--- src/rtl/oltq_pkg.sv ---
// Shared types and constants for the origin-line LED matrix rasterizer.
// No dependencies; used by every module of the block.
package oltq_pkg;

	// Default largest coordinate magnitude
	localparam int MAX_INDEX_DEF = 7;

	// Command codes on the result channel
	localparam logic [1:0] CMD_CLEAR = 2'd0;
	localparam logic [1:0] CMD_LED   = 2'd1;
	localparam logic [1:0] CMD_FILL  = 2'd2;

	// Quadrant display numbers
	localparam logic [1:0] QUAD_UR = 2'd0;	// x >= 0, y >= 0
	localparam logic [1:0] QUAD_LR = 2'd1;	// x > 0, y < 0
	localparam logic [1:0] QUAD_LL = 2'd2;	// x <= 0, y <= 0
	localparam logic [1:0] QUAD_UL = 2'd3;	// x < 0, y > 0

	// Input word: target pixel
	typedef struct packed {
		logic signed [3:0] target_x;
		logic signed [3:0] target_y;
	} in_word_t;

	// Result word: one display command
	typedef struct packed {
		logic [1:0] command;
		logic [1:0] display_index;
		logic [2:0] led_row;
		logic [2:0] led_column;
		logic       last_of_run;
	} out_word_t;

	// Classified segment handed from front to back
	typedef struct packed {
		logic              is_origin;
		logic              major_y;	// walk along y
		logic signed [3:0] v;		// major coordinate of target
		logic signed [3:0] w;		// minor coordinate of target
		logic [1:0]        quad;
	} job_t;

endpackage

--- src/rtl/oltq_front.sv ---
// Front end: accepts target words, saturates and classifies them, and keeps
// them in a two-entry job queue. Depends on oltq_pkg.
module oltq_front #(
	parameter int MAX_INDEX = oltq_pkg::MAX_INDEX_DEF
) (
	input  logic              clk,
	input  logic              arst_n,
	input  logic              push,
	output logic              full,
	input  oltq_pkg::in_word_t target,
	output logic              job_valid,
	output oltq_pkg::job_t    job,
	input  logic              job_pop
);

	localparam int LIM = (MAX_INDEX < 7) ? MAX_INDEX : 7;
	localparam logic signed [3:0] LIM_P = 4'(LIM);
	localparam logic signed [3:0] LIM_N = 4'(-LIM);

	logic signed [3:0] x_in, y_in, x_c, y_c;
	logic [2:0]        ax, ay;
	logic              x_neg, y_neg, x_zero, y_zero;
	oltq_pkg::job_t    job_new;
	oltq_pkg::job_t    q_mem [2];
	logic              wr_q, rd_q;
	logic [1:0]        cnt_q;
	logic              wr_en, rd_en;

	// Saturate coordinates to the drawable range
	assign x_in = target.target_x;
	assign y_in = target.target_y;
	assign x_c  = (x_in > LIM_P) ? LIM_P : ((x_in < LIM_N) ? LIM_N : x_in);
	assign y_c  = (y_in > LIM_P) ? LIM_P : ((y_in < LIM_N) ? LIM_N : y_in);

	// Magnitudes and signs
	assign x_neg  = x_c[3];
	assign y_neg  = y_c[3];
	assign x_zero = (x_c == 4'sd0);
	assign y_zero = (y_c == 4'sd0);
	assign ax     = x_neg ? 3'(-x_c) : x_c[2:0];
	assign ay     = y_neg ? 3'(-y_c) : y_c[2:0];

	// Classify: major axis, quadrant, origin case
	always_comb begin
		job_new.is_origin = x_zero && y_zero;
		job_new.major_y   = !(ax > ay);
		job_new.v         = job_new.major_y ? y_c : x_c;
		job_new.w         = job_new.major_y ? x_c : y_c;
		if (!x_neg && !y_neg) begin
			job_new.quad = oltq_pkg::QUAD_UR;
		end else if (!x_neg && !x_zero && y_neg) begin
			job_new.quad = oltq_pkg::QUAD_LR;
		end else if ((x_neg || x_zero) && (y_neg || y_zero)) begin
			job_new.quad = oltq_pkg::QUAD_LL;
		end else begin
			job_new.quad = oltq_pkg::QUAD_UL;
		end
	end

	// Job queue control
	assign full      = (cnt_q == 2'd2);
	assign job_valid = (cnt_q != 2'd0);
	assign wr_en     = push && !full;
	assign rd_en     = job_pop && job_valid;
	assign job       = q_mem[rd_q];

	always_ff @(posedge clk or negedge arst_n) begin
		if (!arst_n) begin
			wr_q  <= 1'b0;
			rd_q  <= 1'b0;
			cnt_q <= 2'd0;
		end else begin
			if (wr_en) wr_q <= !wr_q;
			if (rd_en) rd_q <= !rd_q;
			cnt_q <= cnt_q + 2'(wr_en) - 2'(rd_en);
		end
	end

	// Queue storage, payload only
	always_ff @(posedge clk) begin
		if (wr_en) q_mem[wr_q] <= job_new;
	end

endmodule

--- src/rtl/oltq_back.sv ---
// Back end: walks one segment per job, Bresenham style, and emits display
// commands into an output register. Depends on oltq_pkg.
module oltq_back #(
	parameter int MAX_INDEX = oltq_pkg::MAX_INDEX_DEF
) (
	input  logic               clk,
	input  logic               arst_n,
	input  logic               job_valid,
	input  oltq_pkg::job_t     job,
	output logic               job_pop,
	output logic               empty,
	input  logic               pop,
	output oltq_pkg::out_word_t result
);

	localparam logic [2:0] M3 = 3'(MAX_INDEX);

	typedef enum logic [2:0] {
		ST_IDLE = 3'b001,
		ST_FILL = 3'b010,
		ST_STEP = 3'b100
	} state_t;

	state_t              state_q;
	logic signed [3:0]   i_q, j_q, n_q, i1_q;
	logic [2:0]          d_q;
	logic signed [5:0]   e_q, e_sum, d_w, n_w;
	logic                major_y_q;
	logic [1:0]          quad_q;
	oltq_pkg::out_word_t out_q, pt_word;
	logic                out_valid_q, adv, at_end;
	logic signed [3:0]   px, py, ld_n;
	logic [2:0]          row, col;

	assign adv     = !out_valid_q || pop;
	assign empty   = !out_valid_q;
	assign result  = out_q;
	assign job_pop = adv && (state_q == ST_IDLE) && job_valid;

	// Error update for the next step of the minor coordinate
	assign n_w      = 6'(n_q);
	assign d_w      = $signed({3'b000, d_q});
	assign e_sum    = e_q + (n_w <<< 1);
	assign at_end   = (i_q == i1_q);
	assign ld_n     = job.v[3] ? -job.w : job.w;

	// Map the current point to its display row and column, modulo 8
	always_comb begin
		px = major_y_q ? j_q : i_q;
		py = major_y_q ? i_q : j_q;
		case (quad_q)
			oltq_pkg::QUAD_UR: begin
				row = py[2:0];
				col = M3 - px[2:0];
			end
			oltq_pkg::QUAD_LR: begin
				row = py[2:0] + M3;
				col = M3 - px[2:0];
			end
			oltq_pkg::QUAD_LL: begin
				row = 3'd0 - py[2:0];
				col = M3 + px[2:0];
			end
			default: begin
				row = M3 - py[2:0];
				col = M3 + px[2:0];
			end
		endcase
		pt_word.command       = oltq_pkg::CMD_LED;
		pt_word.display_index = quad_q;
		pt_word.led_row       = row;
		pt_word.led_column    = col;
		pt_word.last_of_run   = at_end;
	end

	// Sequencer and output register control
	always_ff @(posedge clk or negedge arst_n) begin
		if (!arst_n) begin
			state_q     <= ST_IDLE;
			out_valid_q <= 1'b0;
		end else if (adv) begin
			case (state_q)
				ST_IDLE: begin
					out_valid_q <= job_valid;
					if (job_valid) state_q <= job.is_origin ? ST_FILL : ST_STEP;
				end
				ST_FILL: begin
					out_valid_q <= 1'b1;
					state_q     <= ST_IDLE;
				end
				ST_STEP: begin
					out_valid_q <= 1'b1;
					if (at_end) state_q <= ST_IDLE;
				end
				default: begin
					out_valid_q <= 1'b0;
					state_q     <= ST_IDLE;
				end
			endcase
		end
	end

	// Walk registers and output word
	always_ff @(posedge clk) begin
		if (adv) begin
			case (state_q)
				ST_IDLE: begin
					out_q     <= '{command: oltq_pkg::CMD_CLEAR, display_index: 2'd0,
					               led_row: 3'd0, led_column: 3'd0, last_of_run: 1'b0};
					major_y_q <= job.major_y;
					quad_q    <= job.quad;
					n_q       <= ld_n;
					d_q       <= job.v[3] ? 3'(-job.v) : job.v[2:0];
					i1_q      <= job.v[3] ? 4'sd0 : job.v;
					i_q       <= job.v[3] ? job.v : 4'sd0;
					j_q       <= job.v[3] ? job.w : 4'sd0;
					e_q       <= 6'sd0;
				end
				ST_FILL: begin
					out_q <= '{command: oltq_pkg::CMD_FILL, display_index: 2'd0,
					           led_row: 3'd0, led_column: 3'd0, last_of_run: 1'b1};
				end
				ST_STEP: begin
					out_q <= pt_word;
					i_q   <= i_q + 4'sd1;
					if (e_sum > d_w) begin
						j_q <= j_q + 4'sd1;
						e_q <= e_sum - (d_w <<< 1);
					end else if (e_sum <= -d_w) begin
						j_q <= j_q - 4'sd1;
						e_q <= e_sum + (d_w <<< 1);
					end else begin
						e_q <= e_sum;
					end
				end
				default: begin
					out_q <= out_q;
				end
			endcase
		end
	end

endmodule

--- src/rtl/origin_line_to_quad_led_matrix.sv ---
// Top level of the origin-line LED matrix rasterizer.
// Instantiates oltq_front and oltq_back; types and constants from oltq_pkg.
//
// Usage:
//   Input channel: a target word (target_x, target_y) is taken on a rising
//   edge with push high and full low. Coordinates are saturated to
//   +-min(MAX_INDEX, 7).
//   Result channel: while empty is low, result holds the oldest command word;
//   it is taken on a rising edge with pop high. Each target produces a clear
//   word, then either one fill word (target at the origin) or one LED word
//   per step of the major axis; last_of_run marks the final word.
//   Path: an accepted target waits in the job queue; its clear word is
//   registered onto result from there when the back end is idle.
//   Sequencer: a target occupies the back end for its clear word and then
//   its fill word or LED words, one word per cycle while pop keeps the
//   output register free. A two-entry job queue lets the input side keep
//   taking targets while the sequencer is busy.
//   Stall: when pop stays low the sequencer holds its word and waits; the
//   job queue fills and then full rises.
//   Reset: arst_n clears the queue and the sequencer; no words are pending.
module origin_line_to_quad_led_matrix #(
	parameter int MAX_INDEX = oltq_pkg::MAX_INDEX_DEF
) (
	input  logic                clk,
	input  logic                arst_n,
	input  logic                push,
	output logic                full,
	input  oltq_pkg::in_word_t  target,
	output logic                empty,
	input  logic                pop,
	output oltq_pkg::out_word_t result
);

	logic           job_valid, job_pop;
	oltq_pkg::job_t job;

	// Accept and classify
	oltq_front #(.MAX_INDEX(MAX_INDEX)) u_front (
		.clk       (clk),
		.arst_n    (arst_n),
		.push      (push),
		.full      (full),
		.target    (target),
		.job_valid (job_valid),
		.job       (job),
		.job_pop   (job_pop)
	);

	// Walk and emit
	oltq_back #(.MAX_INDEX(MAX_INDEX)) u_back (
		.clk       (clk),
		.arst_n    (arst_n),
		.job_valid (job_valid),
		.job       (job),
		.job_pop   (job_pop),
		.empty     (empty),
		.pop       (pop),
		.result    (result)
	);

endmodule
--- config.mk ---
export PLATFORM = sky130hd
export DESIGN_NAME = origin_line_to_quad_led_matrix
export DESIGN_NICKNAME = d
export VERILOG_FILES = /design/src/rtl/oltq_pkg.sv /design/src/rtl/oltq_front.sv /design/src/rtl/oltq_back.sv /design/src/rtl/origin_line_to_quad_led_matrix.sv
export SDC_FILE = /design/constraint.sdc
export NUM_CORES = 1
export LEC_CHECK = 0
export ABC_AREA = 1
export BUFFER_PORTS_ARGS = -buffer_cell sky130_fd_sc_hd__buf_2
export CORE_ASPECT_RATIO = 1.2
export CORE_MARGIN = 3
export CORE_UTILIZATION = 32
export DETAILED_ROUTE_END_ITERATION = 8
export SYNTH_ARGS = -nofsm -noshare
export SYNTH_HDL_FRONTEND = slang
export SYNTH_SLANG_ARGS = --single-unit
--- constraint.sdc ---
create_clock -name clk -period 3.29 [get_ports clk]
set_input_delay 0.658 -clock clk [delete_from_list [all_inputs] [get_ports clk]]
set_output_delay 0.658 -clock clk [all_outputs]
set_load 0.05 [all_outputs]
==> results of run 1 <==
## flip-flops by register name (all words and copies together) (netlist names)
signal	count
u_back.quad_q	2
u_back.n_q	4
u_front.cnt_q	2
u_front.q_mem	24
u_back.major_y_q	1
u_back.d_q	3
u_front.wr_q	1
u_back.e_q	5
u_back.out_valid_q	1
u_back.i_q	4
u_front.rd_q	1
u_back.i1_q	3
u_back.j_q	3
u_back.state_q	3
u_back.result	11
## synthesized netlist by cell type, types with 2 or more instances
master / n
o31ai_1: 2
dfrtp_1: 7
or2_2: 4
or2_1: 2
clkbuf_1: 3
nand2_1: 94
nand3_2: 2
o22ai_1: 4
xor2_1: 10
edfxtp_1: 60
o21ai_0: 29
nand3_1: 18
fa_1: 4
nand4_1: 5
nor2_1: 36
inv_1: 65
inv_2: 3
ha_1: 34
mux2i_1: 4
o21ai_1: 2
xnor2_1: 6
nor3_1: 7
a21oi_2: 2
a21oi_1: 15
## metal layers
metal	wire length, um	vias up	GRT usage
met3	318	15	0.0317
met2	3910	55	0.201
met4	167	0	0.0448
met1	3260	1415	0.133
met5	0	-	0
li1	-	1544	-
## cell usage in the layout (no fill, tap or decap), types with 2 or more instances in the layout
cell	count
nand3_2	2
dfrtp_1	7
inv_2	3
nand4_1	5
nor2_1	36
a21oi_2	3
o21ai_1	2
nand3_1	18
a21oi_1	14
clkinv_4	3
ha_1	34
or2_1	2
buf_4	10
clkinv_2	2
o31ai_1	2
buf_2	24
xor2_1	10
nand2_1	94
clkbuf_16	9
edfxtp_1	60
mux2i_1	4
nor3_1	7
o22ai_1	4
fa_1	4
xnor2_1	6
or2_2	4
o21ai_0	29
inv_1	65
## layout make-up
| cell class | instances | share of cell area |
|---|---|---|
| clock inverter | 7 | 0.0108 |
| clock buffer | 9 | 0.0476 |
| multi-input combinational | 296 | 0.381 |
| sequential | 68 | 0.423 |
| inverter | 68 | 0.0539 |
| timing repair buffer | 34 | 0.0412 |
| tap | 161 | 0.0425 |
## logic make-up (layout without fill, tap and decap cells)
group | count (synthesis) | in the layout
multiplexers | 4 | 4
buffers and inverters | 73 | 118
adder cells (fa/ha/maj) | 38 | 38
AO/OA/AOI/OAI | 63 | 63
AND/OR/NAND/NOR | 175 | 175
flip-flops | 68 | 68
XOR/XNOR | 16 | 16
## metrics by stage
step	utilization	hold WS (ps)	area (um2)	setup WS, ps
final	0.386	163	4740	276
after global routing	0.386	155	4740	29.0
after CTS	0.385	157	4730	168
after detailed placement	0.363	505	4460	114
after global placement	0.363	504	4460	281
after floorplan	-	362	4090	192
## worst max-delay path: stages (launching register included)
cell	delay (ps)
edfxtp_1	330
ha_1	190
inv_1	70
fa_1	530
inv_1	80
ha_1	280
nand2_1	70
nand2_1	60
a21oi_2	200
nand3_2	150
nand2_4	150
nand2_1	80
nand2_1	70
inv_1	40
ha_1	180
a21oi_1	110
nand2_1	60
nand3_1	70
nand2_1	50
## timing repair
item / CTS / global route
resized for setup: 0 / 1
hold buffers: 0 / 0
endpoints found under the setup margin: 0 / 3
## worst max path at each step
stage / from / endpoint / slack [ps] / cells past startpoint
2_1_floorplan: target[6] / u_front.q_mem[0][5]$_DFFE_PP_ / 190 / 12
3_5_place_dp: target[6] / u_front.q_mem[1][9]$_DFFE_PP_ / 110 / 15
3_3_place_gp: target[6] / u_front.q_mem[0][9]$_DFFE_PP_ / 280 / 15
4_1_cts: u_back.n_q[0]$_DFFE_PP_ / u_back.j_q[1]$_DFFE_PP_ / 170 / 18
5_1_grt: u_back.e_q[1]$_SDFFCE_PN0P_ / u_back.j_q[2]$_DFFE_PP_ / 30 / 18
6_report: u_back.n_q[0]$_DFFE_PP_ / u_back.j_q[2]$_DFFE_PP_ / 280 / 18
==> metrics list, run 1 <==
- Share of the synthesized area in the top cell type: 0.441
- Die W: 109 um
* Capturing point of the worst reg2reg path: u_back.j_q[2]$_DFFE_PP_
* Vias: 3029
- Fillers: 1219
- Seq. cell area: 2000 um2
- Setup skew after layout: ~7.9 ps
* Endpoints failing hold: 0
* Maximum number of pins on one net before global-route repair: 16
- Of the total synthesized cell area, the portion taken by XOR and XNOR cells is 0.0343.
* Synthesized netlist cell count: ~440
- Total wire length: ~7.6 mm
- After clock tree synthesis, the clock-pin slew on the worst setup and hold paths is 60 ps.
- Most used DFF post-synth: edfxtp_1
- For the finished layout, the period the worst path requires is 3010 ps.
- In the final layout, the multi-input gates occupy between 1500 and 2000 um2.
- YS warnings: 0
- Sum of negative setup slack: 0 ps
- Unrepaired setup endpoints after global routing: false
* Count of flip-flops with a built-in enable after synthesis: 60
* Maximum count of clock buffers along a single path: 2
- After detailed routing, the average wire length per cell comes to 11.9 um.
- Averaged over all synthesized cells, the footprint is 9.36 um2.
- For the worst flop-to-flop path, the logic depth is 18.
- The share of the synthesized area in compound gates (AO/OA/AOI/OAI) came to 0.0878.
* Flop2flop setup slack: 280 ps
- Once detail routing completed, the nets flagged for antenna violations numbered 0.
- The floorplan step defined a core boundary enclosing 12300 um2.
* Type of the most critical hold path: in2async
- Critical Path Fanout Max: 10
- Overflow left after global routing: 0
- In this run the vertical extent of the chip is 130 um.
* Area share of and/or/nand/nor cells after synthesis: 0.185
- Number of max-slew violations in the final report: 0
- Final-stage net count: 527
- Final Cycle Share: 0.916
* Fraction of the mapped netlist area in adder cells: 0.124
* Part of the Yosys area used for sequential elements: 0.490
- Number of distinct library cells after synthesis: between 40 and 50
* Diode count: 0
- Async set or reset register ratio after synthesis: 0.118
- At the pin with the least slew margin, the transition time is 996 ps.
- STA classifies the critical path startpoint as a register.
* Antenna violations before repair: 0
- Post-CTS Setup Inserts: 0
- Timing would allow up to 0.332 GHz.
- The floorplan has 44 rows.
- Headroom to the max-slew limit came out at 0.334.
* Total CTS buffers: 9
- Post-synthesis register bit count: 68
- After detailed routing, the number of remaining DRC violations is 0.
- Cell chosen for the clock root: clkbuf_16
- Vias in the first global route: 2972
- Counting every net in the synthesized netlist gives 487.
* Number of primary I/O pins: 25
- Across the run, the number of max-cap violations was 0.
- Global router's overall resource usage: 0.115
* Mean number of vias per cell: about 4.7
- Pre-antenna DRT Iters: 4
* Die area: 14200 um2
- The area growth from synthesis to layout is 15.8%.
- For this configuration, the core starts out at a cell density of 0.333.
- Setup violations remaining at the end of the flow were counted as 0.
* Proportion of synthesized area in mux cells: 0.00979
- The setup path with the least slack is of type reg2reg.
- The worst register-to-register path begins at u_back.n_q[0]$_DFFE_PP_.
- The tree built by TritonCTS fans out to 68 sinks.
* Gpl congestion: 0.834
- The first global-routing pass estimated about 13 mm of wire.
- Data arrival time of the worst path: about 3100 ps
* H-tree level count: 3
- Once placement completed, the tool counted placed cells totaling 627.
- The wire-length estimate of the detail-placed layout is 6.04 mm.
- Mapped Area: 4090 um2
- The run finished with clean final reports.
* Share of post-route cells with drive strength above 1: 0.141
- Post-synth top area cell: edfxtp_1
- Req. time, crit path: about 3400 ps
- STA classifies the critical path endpoint as a register.
- In this run the tool buffered the top-level ports with 24 buffer cells.
- Synth area leaders: edfxtp_1, ha_1, nand2_1
* Starting DRC count in detailed routing: 114
* Fin cells: about 640
* Insertion delay of the later-clocked pin in the worst-skew pair: ~330 ps
* Combinational family with the most area after synthesis: simple AND/OR/NAND/NOR gates
- Clock tree from TritonCTS: done
Power of run 1 is not shown: default switching activity piles up to over one toggle a cycle in this logic, so the estimate is an artifact.
==> run 2, diff against run 1 <==
Settings changed: CORE_UTILIZATION 32 to 50, GPL_TIMING_DRIVEN from default to 1, PLACE_DENSITY from default to 0.68.
==> metrics list, run 2 (same netlist as run 1, synthesis figures left out) <==
* Final routed DRC violation total: 0 (unchanged)
- H-tree level count: 3 (unchanged)
- The number of antenna cells inserted came to 0 (unchanged).
- MaxCap Viol Count: 0 (unchanged)
- From synthesis to final layout, the design area changed by 12.8%.
- Commonest non-fill, non-tap cells in the layout: nand2_1, inv_1, edfxtp_1, nor2_1, ha_1
- Starting Density: 0.525 (+0.191)
* Number of max-slew violations in the final report: 0 (unchanged)
- The maximum number of buffers from clock root to sink was 2 (unchanged).
- Die Y: 105 um (-19%)
* Most flop-heavy register: u_front.q_mem
- Port Buffer Count: 24 (unchanged)
- The register clock-pin slew on the reported worst setup and hold paths is 80 ps (+20 ps).
* Routed length per instance: 12.5 um (+4.9%)
- The area of the die was 9300 um2 (-34%).
* Final count of negative-setup-slack endpoints: 0 (unchanged)
* First-pass GRT wire length: 12.5 mm (-2.9%)
- Mean number of vias per cell: 5.22 (+11%)
- The count of antenna-violating nets left after detailed routing came to 0 (unchanged).
* Cts hold-fix bufs: 0 (unchanged)
- Rel. slew slack: 0.345 (+0.0114)
- Flop2flop setup slack: 170 ps (-100 ps)
* Launching instance or port of the critical path: u_back.e_q[1]$_SDFFCE_PN0P_
- The number of buffers added by the clock tree synthesis step came to 9 (unchanged).
* Die W: 88.6 um (-19%)
- The number of sinks handled by clock tree synthesis was 68 (unchanged).
- CP startpoint kind: register
* Endpoints failing hold: 0 (unchanged)
* Fillers: 683 (-44%)
- The initial antenna violation count came to 0 (unchanged).
- The via count is 2987 (-1.4%).
* Setup crit end: u_back.j_q[0]$_DFFE_PP_
* Final Cycle Share: 0.947 (+0.0307)
- Overflow left after global routing: 0 (unchanged)
* Final critical delay including setup and external delays: 3120 ps (+101 ps)
* Startpoint of the worst-slack reg-to-reg timing path: u_back.e_q[1]$_SDFFCE_PN0P_
- Global router's overall resource usage: 0.172 (+0.0573)
- The critical path is of the reg2reg type.
* Row count: 35 (-20%)
- The pin count of the biggest net entering global routing was 18 (+2).
- The transition time of the tightest slew-check pin is 979 ps (-17.0 ps).
* Total wire length: 7.13 mm (-6.7%)
- The tightest min-delay check is of the in2async type.
- The buffer count from post-CTS setup fixing is 0 (unchanged).
* Sum of negative setup slack: 0 ps (unchanged)
* Vias in the first global route: 2884 (-3.0%)
* Starting DRC count in detailed routing: 153 (+34%)
- Clock tree from TritonCTS: done
- The number of cell instances on the worst register-to-register path is 17 (-1).
- Capturing point of the worst reg2reg path: u_back.j_q[0]$_DFFE_PP_
* Insertion delay of the later-clocked pin in the worst-skew pair: 350 ps (+20 ps)
- The area of the placeable core was 7790 um2 (-37%).
- Leaving out fill and tap cells, the most frequent cell in the layout is nand2_1.
- HPWL reported at the end of detailed placement: 5.58 mm (-7.6%)
- The count of nets after finishing is 525 (-0.38%).
- The data arrival at the endpoint of the critical path was 3150 ps (+60 ps).
- Gpl congestion: 0.848 (+1.6%)
* Number of primary I/O pins: 25 (unchanged)
- The run finished with clean final reports.
* Cell chosen for the clock root: clkbuf_8
* Req. time, crit path: 3320 ps (-50 ps)
- The cell count after placement is 556 (-11%).
- Pre-antenna DRT Iters: 5 (+1)
- The share of final-layout standard cells stronger than drive strength 1 was 0.138 (-0.00358).
- CTS resizes: 0 (unchanged)
- Setup skew after layout: 14.7 ps (+6.85 ps)
- Flip-flop count of the largest register after layout: 24 (unchanged)
- Critical Path Fanout Max: 7 (-3)
- STA classifies the critical path endpoint as a register.
* Timing-limited maximum frequency: 0.321 GHz (-3.2%)
- The share of the core filled with cells is 0.592 (+0.206).
- Fin cells: 572 (-11%)
-- run 2: area by class of cell --
cell class                      instances  area [um2]  area share
Clock buffer                           14         228      0.0494
Inverter                               68         255      0.0553
Sequential cell                        68        2000       0.434
Timing Repair Buffer                   32         180      0.0391
Multi-Input combinational cell        296        1810       0.393
Clock inverter                          2        17.5     0.00380
Tap cell                               92         115      0.0250
-- run 2: through the flow --
stage | hold WS (ps) | worst slack, ps | area, um2
floorplan | 362 | 192 | 4090
global placement | 495 | 99.8 | 4350
detailed placement | 507 | -69.0 | 4350
CTS | 122 | 37.2 | 4600
global route | 119 | -14.9 | 4610
finish | 131 | 175 | 4610
-- run 2: layer usage --
layer | vias up | wire, um | GRT usage
met1 | 1394 | 3010 | 0.193
met2 | 44 | 3790 | 0.309
met4 | 0 | 152 | 0.0734
met3 | 12 | 182 | 0.0331
li1 | 1537 | - | -
met5 | - | 0 | 0
-- run 2: worst max-delay path: stages (launching register included) --
cell and delay, ps:
edfxtp_1 330, ha_1 200, inv_1 60, fa_1 380
inv_1 90, nand3_1 100, nand2_1 80, nand2_1 60
nand2_2 120, inv_1 90, ha_1 350, nand2_1 100
nor2_1 60, nand2_1 90, nand4_1 210, nand3_4 200
nor2_2 70, a21oi_2 210
-- run 2: how the worst min path moves through the flow --
stage	startpoint	endpoint	slack (ps)	depth (start not counted)
finish	arst_n	u_back.out_valid_q$_DFFE_PN0P_	130	1
global route	arst_n	u_front.rd_q$_DFFE_PN0P_	120	1
CTS	arst_n	u_back.out_valid_q$_DFFE_PN0P_	120	1
detailed placement	arst_n	u_back.out_valid_q$_DFFE_PN0P_	510	1
global placement	u_front.q_mem[0][10]$_DFFE_PP_	u_back.major_y_q$_DFFE_PP_	500	2
floorplan	arst_n	u_back.out_valid_q$_DFFE_PN0P_	360	0
Power of run 2 is left out for the same reason.
